## src/rtl/core/sfc_pkg.sv

```systemverilog
// sfc_pkg: shared constants for the signature file carver
// holds marker bytes, field widths, register indexes and parameter defaults
// no dependencies
package sfc_pkg;

  // end-of-image marker bytes
  localparam logic [7:0] MARKER_FIRST  = 8'hff;
  localparam logic [7:0] MARKER_SECOND = 8'hd9;

  // signature storage and position counters
  localparam int SIG_BYTES_MAX = 12;
  localparam int SIG_POS_W     = 4;
  localparam int MODE_W        = 3;

  // file counter
  localparam int                  COUNT_W   = 24;
  localparam logic [COUNT_W-1:0]  COUNT_MAX = {COUNT_W{1'b1}};

  // configuration port
  localparam int CFG_DATA_W  = 64;
  localparam int CFG_INDEX_W = 1;
  localparam int SIG_LAST_W  = 32;
  localparam logic [CFG_INDEX_W-1:0] REG_SIG_FIRST = 1'b0;
  localparam logic [CFG_INDEX_W-1:0] REG_SIG_LAST  = 1'b1;

  // parameter defaults
  localparam int DEF_SIGNATURE_BYTES  = 12;
  localparam int DEF_MARKERS_PER_FILE = 4;

endpackage

```

## src/rtl/core/signature_file_carver.sv

```systemverilog
// signature_file_carver: scans a byte stream for a configured signature and
// passes the carved file bytes downstream until the final end marker
// depends on sfc_pkg
//
// channel  | direction | contents
// ---------+-----------+---------------------------------------------------
// s_axis   | in        | tdata[7:0] in_byte
// m_axis   | out       | tdata[7:0] out_byte, [31:8] file_number;
//          |           | tuser[0] file_start, [1] file_end; tlast last
// cfg      | in        | cfg_we, cfg_index, cfg_data (no read-back)
//
// one input beat per cycle while searching or inside a file body, unless m_tready holds the output
// a completed signature sends SIGNATURE_BYTES output beats, one per cycle while m_tready is high;
// the input is held off for the rest of that burst
// the output register decouples the sides: input keeps flowing when the
// held result is taken in the same cycle
// rst is synchronous and clears all control state and the signature
module signature_file_carver #(
  parameter int SIGNATURE_BYTES  = sfc_pkg::DEF_SIGNATURE_BYTES,
  parameter int MARKERS_PER_FILE = sfc_pkg::DEF_MARKERS_PER_FILE
) (
  input  logic                              clk,
  input  logic                              rst,
  // input stream
  input  logic                              s_tvalid,
  output logic                              s_tready,
  input  logic [7:0]                        s_tdata,   // [7:0] in_byte
  // output stream
  output logic                              m_tvalid,
  input  logic                              m_tready,
  output logic [31:0]                       m_tdata,   // [7:0] out_byte, [31:8] file_number
  output logic [1:0]                        m_tuser,   // [0] file_start, [1] file_end
  output logic                              m_tlast,
  // configuration writes
  input  logic                              cfg_we,
  input  logic [sfc_pkg::CFG_INDEX_W-1:0]   cfg_index,
  input  logic [sfc_pkg::CFG_DATA_W-1:0]    cfg_data
);

  import sfc_pkg::*;

  localparam logic [SIG_POS_W-1:0] SIG_LEN   = SIG_POS_W'(SIGNATURE_BYTES);
  localparam logic [SIG_POS_W-1:0] SIG_FINAL = SIG_POS_W'(SIGNATURE_BYTES - 1);
  localparam logic [MODE_W-1:0]    MARK_CNT  = MODE_W'(MARKERS_PER_FILE);
  localparam logic [MODE_W-1:0]    MODE_SEARCH = '0;
  localparam logic [MODE_W-1:0]    MODE_BODY   = MODE_W'(1);

  // configuration registers
  logic [CFG_DATA_W-1:0] sig_first;
  logic [SIG_LAST_W-1:0] sig_last;

  // scan state
  logic [SIG_POS_W-1:0] sig_pos;
  logic                 marker_pos;
  logic [MODE_W-1:0]    mode;
  logic [COUNT_W-1:0]   file_count;

  // signature burst state
  logic                 burst_active;
  logic [SIG_POS_W-1:0] burst_idx;

  // output register
  logic               out_valid;
  logic [7:0]         out_byte;
  logic               out_start;
  logic               out_end;
  logic [COUNT_W-1:0] out_number;
  logic               out_last;

  logic [7:0]         sig_arr [SIG_BYTES_MAX];
  logic               out_free;
  logic               in_accept;
  logic               sig_hit;
  logic [SIG_POS_W-1:0] pos_inc;
  logic               sig_done;
  logic [7:0]         marker_want;
  logic               marker_hit;
  logic               marker_done;
  logic               file_fin;

  // signature bytes as an indexed table
  always_comb begin
    for (int k = 0; k < 8; k++) begin
      sig_arr[k] = sig_first[8*k +: 8];
    end
    for (int k = 8; k < SIG_BYTES_MAX; k++) begin
      sig_arr[k] = sig_last[8*(k-8) +: 8];
    end
  end

  // handshake
  assign out_free  = !out_valid || m_tready;
  assign s_tready  = !burst_active && out_free;
  assign in_accept = s_tvalid && s_tready;

  // search and marker compare
  assign sig_hit     = (sig_arr[sig_pos] == s_tdata);
  assign pos_inc     = sig_pos + SIG_POS_W'(1);
  assign sig_done    = sig_hit && (pos_inc == SIG_LEN);
  assign marker_want = marker_pos ? MARKER_SECOND : MARKER_FIRST;
  assign marker_hit  = (s_tdata == marker_want);
  assign marker_done = marker_hit && marker_pos;
  assign file_fin    = marker_done && (mode >= MARK_CNT);

  // configuration writes
  always_ff @(posedge clk) begin
    if (rst) begin
      sig_first <= '0;
      sig_last  <= '0;
    end else if (cfg_we) begin
      case (cfg_index)
        REG_SIG_FIRST: sig_first <= cfg_data;
        REG_SIG_LAST:  sig_last  <= cfg_data[SIG_LAST_W-1:0];
        default: ;
      endcase
    end
  end

  // scan state, burst sequencing and output register
  always_ff @(posedge clk) begin
    if (rst) begin
      sig_pos      <= '0;
      marker_pos   <= 1'b0;
      mode         <= MODE_SEARCH;
      file_count   <= '0;
      burst_active <= 1'b0;
      burst_idx    <= '0;
      out_valid    <= 1'b0;
    end else begin
      if (burst_active && out_free) begin
        // remaining signature beats
        out_valid  <= 1'b1;
        out_byte   <= sig_arr[burst_idx];
        out_start  <= 1'b0;
        out_end    <= 1'b0;
        out_number <= file_count;
        out_last   <= (burst_idx == SIG_FINAL);
        burst_idx  <= burst_idx + SIG_POS_W'(1);
        if (burst_idx == SIG_FINAL) begin
          burst_active <= 1'b0;
        end
      end else if (in_accept) begin
        if (mode == MODE_SEARCH) begin
          if (sig_done) begin
            // signature found: open a file, first signature beat now
            sig_pos      <= '0;
            marker_pos   <= 1'b0;
            mode         <= MODE_BODY;
            out_valid    <= 1'b1;
            out_byte     <= sig_arr[0];
            out_start    <= 1'b1;
            out_end      <= 1'b0;
            out_number   <= file_count;
            out_last     <= (SIGNATURE_BYTES == 1);
            burst_active <= (SIGNATURE_BYTES > 1);
            burst_idx    <= SIG_POS_W'(1);
          end else begin
            sig_pos <= sig_hit ? pos_inc : '0;
            if (m_tready) begin
              out_valid <= 1'b0;
            end
          end
        end else begin
          // file body: pass the byte through, track end markers
          out_valid  <= 1'b1;
          out_byte   <= s_tdata;
          out_start  <= 1'b0;
          out_end    <= file_fin;
          out_number <= file_count;
          out_last   <= 1'b1;
          marker_pos <= marker_hit && !marker_pos;
          if (file_fin) begin
            mode    <= MODE_SEARCH;
            sig_pos <= '0;
            if (file_count != COUNT_MAX) begin
              file_count <= file_count + COUNT_W'(1);
            end
          end else if (marker_done) begin
            mode <= mode + MODE_W'(1);
          end
        end
      end else if (m_tready) begin
        out_valid <= 1'b0;
      end
    end
  end

  // output ports
  assign m_tvalid = out_valid;
  assign m_tdata  = {out_number, out_byte};
  assign m_tuser  = {out_end, out_start};
  assign m_tlast  = out_last;

  // checks
  a_burst_blocks_input: assert property (@(posedge clk) disable iff (rst)
    burst_active |-> !s_tready)
    else $error("input accepted during signature burst");

  a_burst_in_body: assert property (@(posedge clk) disable iff (rst)
    burst_active |-> (mode == MODE_BODY))
    else $error("signature burst outside first body state");

  a_pos_range: assert property (@(posedge clk) disable iff (rst)
    sig_pos < SIG_LEN)
    else $error("signature position out of range");

  a_mode_range: assert property (@(posedge clk) disable iff (rst)
    mode <= MARK_CNT)
    else $error("marker count out of range");

  a_start_not_end: assert property (@(posedge clk) disable iff (rst)
    (m_tvalid && m_tuser[0]) |-> !m_tuser[1])
    else $error("file start and end on the same beat");

endmodule
```

## config.mk

```make
export PLATFORM = sky130hd
export DESIGN_NAME = signature_file_carver
export DESIGN_NICKNAME = d
export VERILOG_FILES = /design/src/rtl/core/sfc_pkg.sv /design/src/rtl/core/signature_file_carver.sv
export SDC_FILE = /design/constraint.sdc
export NUM_CORES = 1
export LEC_CHECK = 0
export ABC_AREA = 1
export BUFFER_PORTS_ARGS = -buffer_cell sky130_fd_sc_hd__buf_2
export CAP_MARGIN = 20
export CORE_ASPECT_RATIO = 0.9
export CORE_MARGIN = 2
export CORE_UTILIZATION = 58
export DETAILED_ROUTE_END_ITERATION = 12
export GPL_ROUTABILITY_DRIVEN = 0
export PLACE_DENSITY_LB_ADDON = 0.2
export SYNTH_ARGS = -nofsm -noshare
export SYNTH_HDL_FRONTEND = slang
export SYNTH_SLANG_ARGS = --single-unit
```

## constraint.sdc

```tcl
create_clock -name clk -period 4.5 [get_ports clk]
set_clock_uncertainty 0.15 [all_clocks]
set_input_delay 0 -clock clk [delete_from_list [all_inputs] [get_ports clk]]
set_output_delay 0 -clock clk [all_outputs]
set_load 0.01 [all_outputs]
```

# Word-level counts from Yosys, hierarchy flattened
# Cells that the tools add are included.
# totals
word_cells,107
regBits,169
out_inout_bits,37
# op_classes
eq_ne,8
addsub,4
bitwise_logic,6
mux,46
magnitude_cmp,3
reduce_logical,26
# op_table
operator,count
2-to-1 mux 24 bit,4
binary-select mux 8 bit (select 4 bit),2
2-to-1 mux 8 bit,8
2-to-1 mux 4 bit,8
"adder 24 x 1 -> 24 bit, second input constant",1
"!= test 24 bit, second input constant",1
2-to-1 mux 1 bit,19
equality test 8 bit,2
2-to-1 mux 3 bit,4
AND reduction 3 bit,4
"greater-or-equal comparator 5 bit, second input constant",2
NOT 4 -> 5 bit,2
"adder 4 x 1 -> 4 bit, second input constant",2
"equality test 4 bit, second input constant",2
AND reduction 4 bit,2
nonzero test 2 bit,4
logical AND 1 bit,7
2-to-1 mux 6 bit,1
AND reduction 5 bit,1
NOT 1 bit,4
AND reduction 2 bit,2
"adder 3 x 1 -> 3 bit, second input constant",1
"greater-or-equal comparator 3 bit, second input constant",1
zero test 1 bit,3
6 further kinds,6

# Depth between registers and ports, before layout
# Gate-level depths: netlist of the first run.
# depth
depth_word,10
ltp_mapped,18
depth_no_buf,17

# Worst setup path after synthesis of the first run
# OpenSTA, ideal clock, no wires.
# synth_timing
kind,register -> register
startpoint,reg sig_pos[0]
endpoint,"reg out_last, in the netlist m_tlast (enable)"
synth_period_minus_slack_ns,3.913
t_arrival_ns,3.324
path_slack_ns,0.587
setup_time_ns,0.439
path_stages_with_launch,15
path_buffers,2
cell_sequence,dfxtp_1 -> buf_6 -> buf_4 -> nand2_1 -> o211ai_1 -> nand3_1 -> nand3_1 -> nand3_1 -> nand2_1 -> nand2_1 -> nor2_2 -> nand3_2 -> nand2_2 -> nand2_2 -> a21oi_1
# synth_via
elab_chain_len,8
# synth_rtl
item,line,source
from (decl),signature_file_carver.sv:53,logic [SIG_POS_W-1:0] sig_pos;
from (signal assigned),signature_file_carver.sv:158,sig_pos <= sig_hit ? pos_inc : '0;
NOT 4 -> 5 bit (not written as such),signature_file_carver.sv:97,assign sig_hit = (sig_arr[sig_pos] == s_tdata);
binary-select mux 8 bit (select 4 bit),signature_file_carver.sv:97,
2-to-1 mux 8 bit (not written as such) (2 in a row),signature_file_carver.sv:97,
equality test 8 bit,signature_file_carver.sv:97,
logical AND 1 bit (*),signature_file_carver.sv:99,assign sig_done = sig_hit && (pos_inc == SIG_LEN);
!= test 3 bit (no source line) (*),--,
AND reduction 3 bit (no source line) (*),--,
to (signal assigned),signature_file_carver.sv:137,out_last <= (burst_idx == SIG_FINAL);
to (signal assigned),signature_file_carver.sv:154,out_last <= (SIGNATURE_BYTES == 1);
to (decl),signature_file_carver.sv:68,logic out_last;
# Mark *: on every way between the ends. The rest lies on a longest branch, timed or not. The select of a mux whose other input is x is not followed.
# A chain may end at the register's enable or synchronous reset.

# Final worst setup path of the first run
# layout_timing
startpoint,reg sig_pos[1]
endpoint,reg out_number[9] (enable)
# layout_via
elab_chain_len,8
# layout_rtl
item,line,source
NOT 4 -> 5 bit (not written as such),signature_file_carver.sv:97,
binary-select mux 8 bit (select 4 bit),signature_file_carver.sv:97,
2-to-1 mux 8 bit (not written as such) (2 in a row),signature_file_carver.sv:97,
equality test 8 bit,signature_file_carver.sv:97,
logical AND 1 bit (*),signature_file_carver.sv:99,
!= test 3 bit (no source line) (*),--,
AND reduction 3 bit (no source line) (*),--,
to (signal assigned),signature_file_carver.sv:136,out_number <= file_count;
to (signal assigned),signature_file_carver.sv:153,out_number <= file_count;
to (signal assigned),signature_file_carver.sv:169,out_number <= file_count;
to (decl),signature_file_carver.sv:67,logic [COUNT_W-1:0] out_number;
# Marks and branches as above.

==> impl_metrics.env, run 1 <==
export IMPL_ir_drop_uv=372.9
export IMPL_chipHeight_um=118.1
export IMPL_finalInstanceArea_sq_um=10430
export IMPL_dieArea_sq_um=15450
export IMPL_n_fill_cell=1119
export IMPL_fmax_mhz=275.7
export IMPL_worstHoldPathType="primary input to flip-flop"
export IMPL_tns_ns=0
export IMPL_final_nets=1420
export IMPL_grt_pass1_wl_um=40300
export IMPL_fin_crit_sh=0.8060
export IMPL_place_inst=1421
export IMPL_tightest_slew_ns=1.054
export IMPL_gr_total_overflow=0
export IMPL_dpl_cell_area_sq_um=8986
export IMPL_synth_edff_count=35
export IMPL_synth_seq_area_share=0.4448
export IMPL_synth_fa_ha_area_frac=0.008945
export IMPL_setup_viol_count_final=0
export IMPL_leakage_nw=4.164
export IMPL_tritoncts="built"
export IMPL_start_util=0.5949
export IMPL_max_stage_delay_ns=0.76
export IMPL_yosys_mux_area_fraction=0
export IMPL_cp_cell_sequence="inv_1, nand3_1, nand3_1, nand3_1, nand3_1, nand2_1, nand2_1, nor2_2, nand3_2, nand2_2, nand2_2, a21oi_4, buf_4"
export IMPL_cap_violations=0
export IMPL_cts_buffers=17
export IMPL_cp_arrival_ns=3.58
export IMPL_hold_viol=0
export IMPL_ios=115
export IMPL_clock_latency_ns=0.44
export IMPL_synth_cell_types=37
export IMPL_setup_slack_ns=0.8731
export IMPL_dr_first_iter_drc_count=1127
export IMPL_drive_gt1_frac=0.1253
export IMPL_whs_path_depth=4
export IMPL_syn_area_sq_um=8393
export IMPL_worst_setup_path_type="flip-flop to flip-flop"
export IMPL_cts_resized_gates=0
export IMPL_max_clock_path_buffers=2
export IMPL_crit_path_max_fanout=29
export IMPL_syn_num_nets=1256
export IMPL_antenna_found_initial=0
export IMPL_synth_cells=1172
export IMPL_dpl_hpwl_um=16650
export IMPL_async_flop_share=0
export IMPL_yosys_area_share_simple=0.2165
export IMPL_crit_path_end_kind="flip-flop"
export IMPL_firstDrtPassIters=6
export IMPL_diodes=0
export IMPL_core_area_sq_um=14110
export IMPL_p_per_area_nw_per_um2=357.6
export IMPL_fin_cells=1542
export IMPL_r2r_slack_ns=0.87
export IMPL_wl_per_cell_um=16.49
export IMPL_crit_path_end="out_number[9]$_DFFE_PP_"
export IMPL_portBuffers=114
export IMPL_vias_per_cell=5.658
export IMPL_utilization=0.7393
export IMPL_path_depth=13
export IMPL_required_ns=4.45
export IMPL_grt_pass1_vias=8091
export IMPL_place_ws_ns=0.9889
export IMPL_status="complete, no violations"
export IMPL_track_usage=0.3344
export IMPL_whs_ns=0.2123
export IMPL_synth_area_per_cell_sq_um=7.161
export IMPL_cp_startpoint="sig_pos[1]$_SDFFE_PP0P_"
export IMPL_synthToLayoutAreaGrowth_pct=24.27
export IMPL_grt_start_max_net_pins=113
export IMPL_synth_compound_area_frac=0.2297
export IMPL_synth_seq_cells=169
export IMPL_cts_num_sinks=169
export IMPL_cts_setup_buffers=0
export IMPL_crit_family="simple AND/OR/NAND/NOR gates"
export IMPL_rsz0062_at_grt="false"
export IMPL_synth_xor_area_frac=0.006261
export IMPL_htree_num_levels=4
export IMPL_clock_tree_root_cell="clkbuf_16"
export IMPL_fin_total_pwr_mw=3.730
export IMPL_min_period_ns=3.627
export IMPL_drc=0
export IMPL_r2r_start="sig_pos[1]$_SDFFE_PP0P_"
export IMPL_start_kind="flip-flop"
export IMPL_maxSlewHeadroom=0.2960
export IMPL_finalMaxSlewViolations=0
export IMPL_clk_pin_slew_worst_paths_ns=0.07
export IMPL_r2r_end="out_number[9]$_DFFE_PP_"
export IMPL_vias=8725
export IMPL_num_rows=41
export IMPL_ant_nets=0
export IMPL_slowest_stage="dfxtp_1"
export IMPL_yosys_warnings=0
export IMPL_crit_top_cell="nand3_1"
export IMPL_die_width_um=130.8
export IMPL_path_buf_inv=2
export IMPL_hold_buffers=89
export IMPL_synthFlopType="dfxtp_1"
export IMPL_synth_top_family_by_area="compound AO/OA/AOI/OAI gates"
export IMPL_totalWireLength_um=25430
export IMPL_rr_worst_depth=13
cell usage after synthesis (3+ instances only):
cell type | instances | area, sq um
buf_4 | 6 | 45.04
o21ai_0 | 183 | 915.9
dfxtp_1 | 134 | 2683
inv_1 | 122 | 457.9
buf_2 | 8 | 40.04
o221ai_1 | 7 | 61.31
a32o_1 | 6 | 60.06
buf_1 | 3 | 11.26
nand3_1 | 75 | 375.4
a31oi_1 | 5 | 31.28
nand2_1 | 170 | 638.1
o211ai_1 | 11 | 82.58
clkbuf_1 | 49 | 183.9
nor2_1 | 143 | 536.8
nor2_2 | 4 | 25.02
a21oi_1 | 131 | 655.6
xnor2_1 | 3 | 26.28
o21ai_1 | 18 | 90.09
buf_6 | 3 | 33.78
edfxtp_1 | 35 | 1051
nor3_1 | 14 | 70.07
ha_1 | 6 | 75.07
nand4_1 | 12 | 75.07
nor4_1 | 5 | 31.28
xor2_1 | 3 | 26.28
flip-flops by register name, indices dropped and copies added (netlist names), 3 cells and up:
| register | flops |
|---|---|
| out_number | 24 |
| burst_idx | 4 |
| sig_first | 64 |
| file_count | 24 |
| sig_last | 32 |
| mode | 3 |
| sig_pos | 4 |
| out_byte | 8 |
worst min-delay path: stages:
cell and delay (ns):
dlygate4sd3_1 0.51, buf_2 0.10, o21ai_0 0.07, nor2_1 0.08
area by class of cell:
class                      instances  area (sq um)  share of cell area
clock buffer                      19         432.9             0.04151
sequential                       169          3735              0.3581
tap                              193         241.5             0.02315
timing repair buffer             214          1544              0.1480
multi-input combinational        808          3884              0.3724
inverter                         126         473.0             0.04535
clock inverter                    13         120.1             0.01152
routing by layer:
layer  routed length [um]  GRT usage  vias to the layer above
li1                     -          -                     4266
met2                11510     0.5173                      457
met4                  771     0.1310                        0
met5                    0          0                        -
met1                10730     0.4454                     3936
met3                 2417    0.08818                       66
cells by family (layout without fill, tap and decap cells):
kind of cell             Yosys count  after routing
AND/OR/NAND/NOR                  431            431
XOR/XNOR                           6              6
buffers and inverters            195            372
adder cells (fa/ha/maj)            6              6
AO/OA/AOI/OAI                    365            365
flip-flops                       169            169
report_power, final:
group | internal [mW] | switching, mW
logic | 0.223 | 0.398
clock network | 0.765 | 0.620
registers | 1.67 | 0.0539
cells in the final DEF (no fill, tap or decap), types with 3 or more instances in the layout:
cell type	count
inv_1	120
dlygate4sd3_1	89
o21ai_1	18
a32o_1	6
ha_1	6
nor2_1	143
nor4_1	5
nor2_2	4
dfxtp_1	133
inv_6	3
buf_4	11
xor2_1	3
clkbuf_16	17
edfxtp_1	35
a21oi_1	130
buf_2	114
inv_2	4
xnor2_1	3
nor3_1	14
clkinv_4	4
nand4_1	12
nand2_1	170
o21ai_0	183
o221ai_1	7
clkinv_1	3
a31oi_1	5
o211ai_1	11
nand3_1	75
how the worst min path moves through the flow:
stage | start | end | slack (ns)
3_3_place_gp | cfg_data[32] | sig_first[32]$_SDFFE_PP0P_ | 0.07
6_report | cfg_data[23] | sig_last[23]$_SDFFE_PP0P_ | 0.21
2_1_floorplan | cfg_data[18] | sig_first[18]$_SDFFE_PP0P_ | -0.02
3_5_place_dp | cfg_data[32] | sig_first[32]$_SDFFE_PP0P_ | 0.08
5_1_grt | cfg_data[30] | sig_first[30]$_SDFFE_PP0P_ | 0.22
4_1_cts | cfg_data[36] | sig_first[36]$_SDFFE_PP0P_ | 0.18
No activity file was read; power rests on OpenSTA's default activity.
==> run 2, diff against run 1 <==
--- a/config.mk
+++ b/config.mk
@@ -5,12 +5,12 @@
 export SDC_FILE = /design/constraint.sdc
 export NUM_CORES = 1
 export LEC_CHECK = 0
-export ABC_AREA = 1
+export ABC_AREA = 0
 export BUFFER_PORTS_ARGS = -buffer_cell sky130_fd_sc_hd__buf_2
 export CAP_MARGIN = 20
 export CORE_ASPECT_RATIO = 0.9
 export CORE_MARGIN = 2
-export CORE_UTILIZATION = 58
+export CORE_UTILIZATION = 52
 export DETAILED_ROUTE_END_ITERATION = 12
 export GPL_ROUTABILITY_DRIVEN = 0
 export PLACE_DENSITY_LB_ADDON = 0.2
==> constraint.sdc (replaced) <==
create_clock -name clk -period 2.9 [get_ports clk]
set_clock_uncertainty 0.15 [all_clocks]
set_input_delay 0 -clock clk [delete_from_list [all_inputs] [get_ports clk]]
set_output_delay 0 -clock clk [all_outputs]
set_load 0.01 [all_outputs]
==> impl_metrics.env, run 2 <==
export IMPL_place_ws_ns=-0.1738
export IMPL_fmax_mhz=323.4
export IMPL_portBuffers=114
export IMPL_violations="negative setup slack"
export IMPL_synth_area_leader_cell="dfxtp_1"
export IMPL_min_period_ns=3.092
export IMPL_n_fill_cell=1134
export IMPL_max_stage_delay_ns=0.54
export IMPL_vias=7839
export IMPL_ios=115
export IMPL_totalWireLength_um=25830
export IMPL_slowest_stage="mux4_1"
export IMPL_clock_latency_ns=0.44
export IMPL_grt_busiest_layer="met2"
export IMPL_utilization=0.7183
export IMPL_synth_top_cell_area_share=0.3254
export IMPL_htree_num_levels=4
export IMPL_leakage_nw=4.223
export IMPL_chipHeight_um=123.4
export IMPL_gr_total_overflow=0
export IMPL_cp_arrival_ns=3.09
export IMPL_required_ns=2.90
export IMPL_layout_common_cells="nand2_1, dfxtp_1, buf_2"
export IMPL_wl_per_cell_um=19.35
export IMPL_tns_ns=-5.961
export IMPL_start_kind="flip-flop"
export IMPL_dr_first_iter_drc_count=873
export IMPL_synth_commonest_cells="nand2_1, dfxtp_1, a21oi_1"
export IMPL_clock_tree_root_cell="clkbuf_16"
export IMPL_track_usage=0.3125
export IMPL_tritoncts="built"
export IMPL_diodes=0
export IMPL_maxSlewHeadroom=0.5155
export IMPL_grt_start_max_net_pins=88
export IMPL_synth_seq_area_share=0.4529
export IMPL_finalMaxSlewViolations=0
export IMPL_top_register="sig_first"
export IMPL_met1_usage=0.4283
export IMPL_num_rows=43
export IMPL_synth_most_common_cell="nand2_1"
export IMPL_use_met2=0.4763
export IMPL_crit_family="compound AO/OA/AOI/OAI gates"
export IMPL_hold_viol=0
export IMPL_die_width_um=136.7
export IMPL_tightest_slew_ns=0.7258
export IMPL_met3_usage=0.09922
export IMPL_cts_buffers=17
export IMPL_synth_edff_count=35
export IMPL_worstHoldPathType="primary input to flip-flop"
export IMPL_synth_area_per_cell_sq_um=9.346
export IMPL_worst_setup_path_type="flip-flop to flip-flop"
export IMPL_final_common_cell="nand2_1"
export IMPL_synth_cells=882
export IMPL_drive_gt1_frac=0.2533
export IMPL_synth_seq_cells=169
export IMPL_async_flop_share=0
export IMPL_cp_cell_sequence="buf_12, mux4_1, nand2b_1, a221o_1, a32oi_1, and4_4, a21oi_4, o31ai_4, buf_6, clkbuf_16"
export IMPL_fin_crit_sh=1.066
export IMPL_largest_reg_flops=64
export IMPL_antenna_found_initial=0
export IMPL_fin_total_pwr_mw=5.478
export IMPL_setup_slack_ns=-0.1920
export IMPL_clk_pin_slew_worst_paths_ns=0.07
export IMPL_dpl_hpwl_um=17390
export IMPL_crit_path_max_fanout=13
export IMPL_rsz0062_at_grt="true"
export IMPL_yosys_warnings=0
export IMPL_ant_nets=0
export IMPL_syn_num_nets=966
export IMPL_p_per_area_nw_per_um2=494.0
export IMPL_status="finished, violations left"
export IMPL_syn_area_sq_um=8243
export IMPL_start_util=0.5338
export IMPL_setup_viol_count_final=35
export IMPL_grt_pass1_wl_um=39180
export IMPL_max_clock_path_buffers=2
export IMPL_firstDrtPassIters=5
export IMPL_yosys_top_cells_area="dfxtp_1, edfxtp_1, nand2_1"
export IMPL_grt_pass1_vias=7337
export IMPL_path_buf_inv=3
export IMPL_synth_cell_types=62
export IMPL_synthFlopType="dfxtp_1"
export IMPL_core_area_sq_um=15440
export IMPL_cts_num_sinks=169
export IMPL_final_nets=1204
export IMPL_crit_path_end_kind="flip-flop"
export IMPL_cap_violations=0
export IMPL_ir_drop_uv=413.2
export IMPL_reg_largest_list="sig_first x64, sig_last x32"
export IMPL_dieArea_sq_um=16880
export IMPL_drc=0
export IMPL_synthToLayoutAreaGrowth_pct=34.55
export IMPL_vias_per_cell=5.872
-- run 2: cell count changes in the layout (fill, tap and decap cells not counted), sizes merged, moves of 59 or more --
cell	before	now
nor2	147	37
nand2	172	240
nand3	76	17
o21ai	201	7
inv	127	19
buf	125	195
-- run 2: layout make-up --
cell class / instances / area (sq um) / share of cell area
sequential: 169 / 3740 / 0.3372
tap: 202 / 252.7 / 0.02279
timing repair buffer: 287 / 2247 / 0.2026
clock inverter: 12 / 136.4 / 0.01230
inverter: 15 / 56.30 / 0.005077
multi-input combinational: 630 / 4190 / 0.3778
clock buffer: 20 / 467.9 / 0.04219
-- run 2: routing by layer --
layer	vias up	wire length, um
li1	3616	-
met1	3712	10470
met2	456	11480
met3	55	3222
met4	0	660
met5	-	0
-- run 2: final timing paths --
kind | slack, ns | end | cells after the start | startpoint
worst min register to register | 0.30 | out_number[23]$_DFFE_PP_ | 0 | file_count[23]$_SDFFE_PP0P_
worst max-delay path | -0.19 | out_number[8]$_DFFE_PP_ | 10 | sig_pos[0]$_SDFFE_PP0P_
worst max register to register | -0.19 | out_number[8]$_DFFE_PP_ | 10 | sig_pos[0]$_SDFFE_PP0P_
worst min-delay path | 0.02 | m_tvalid$_SDFF_PP0_ | 4 | m_tready
-- run 2: cell families after synthesis --
kind of cell	share of synthesized area
xor gates and xnor gates	0.01913
AOI/OAI and AO/OA	0.1321
adders and majority gates	0.009107
DFF	0.4529
buffers and inverters	0.04584
and+or+nand+nor	0.1923
muxes	0.1486
-- run 2: where the power goes --
| group | internal (mW) | total (mW) | leakage (nW) | switching, mW |
|---|---|---|---|---|
| Clock | 1.35 | 2.33 | 0.292 | 0.972 |
| Combinational | 0.296 | 0.606 | 2.50 | 0.310 |
| Sequential | 2.48 | 2.55 | 1.43 | 0.0718 |
-- run 2: through the flow --
stage          cell area [sq um]  std cells  hold slack [ns]
4_1_cts                    10920       1324         0.008577
3_5_place_dp                9402       1202          0.09526
6_report                   11090       1335          0.01681
5_1_grt                    11090       1335          0.08769
2_1_floorplan               8258        882         -0.01403
3_3_place_gp                9402       1202          0.09298
-- run 2: what timing repair did --
action                                  CTS  global route
gates resized for setup                   2            11
hold buffers                             90             0
endpoints found under the hold margin   115             0
setup buffers                             0             9
pin swaps                                 1             5
endpoints found under the setup margin   36            40
gates cloned                              0             2
-- run 2: worst reg2reg max path, cell delays in order, from the launching register on --
cell and delay (ns):
dfxtp_4 0.40, buf_12 0.12, mux4_1 0.54, nand2b_1 0.19
a221o_1 0.32, a32oi_1 0.19, and4_4 0.28, a21oi_4 0.07
o31ai_4 0.19, buf_6 0.16, clkbuf_16 0.18
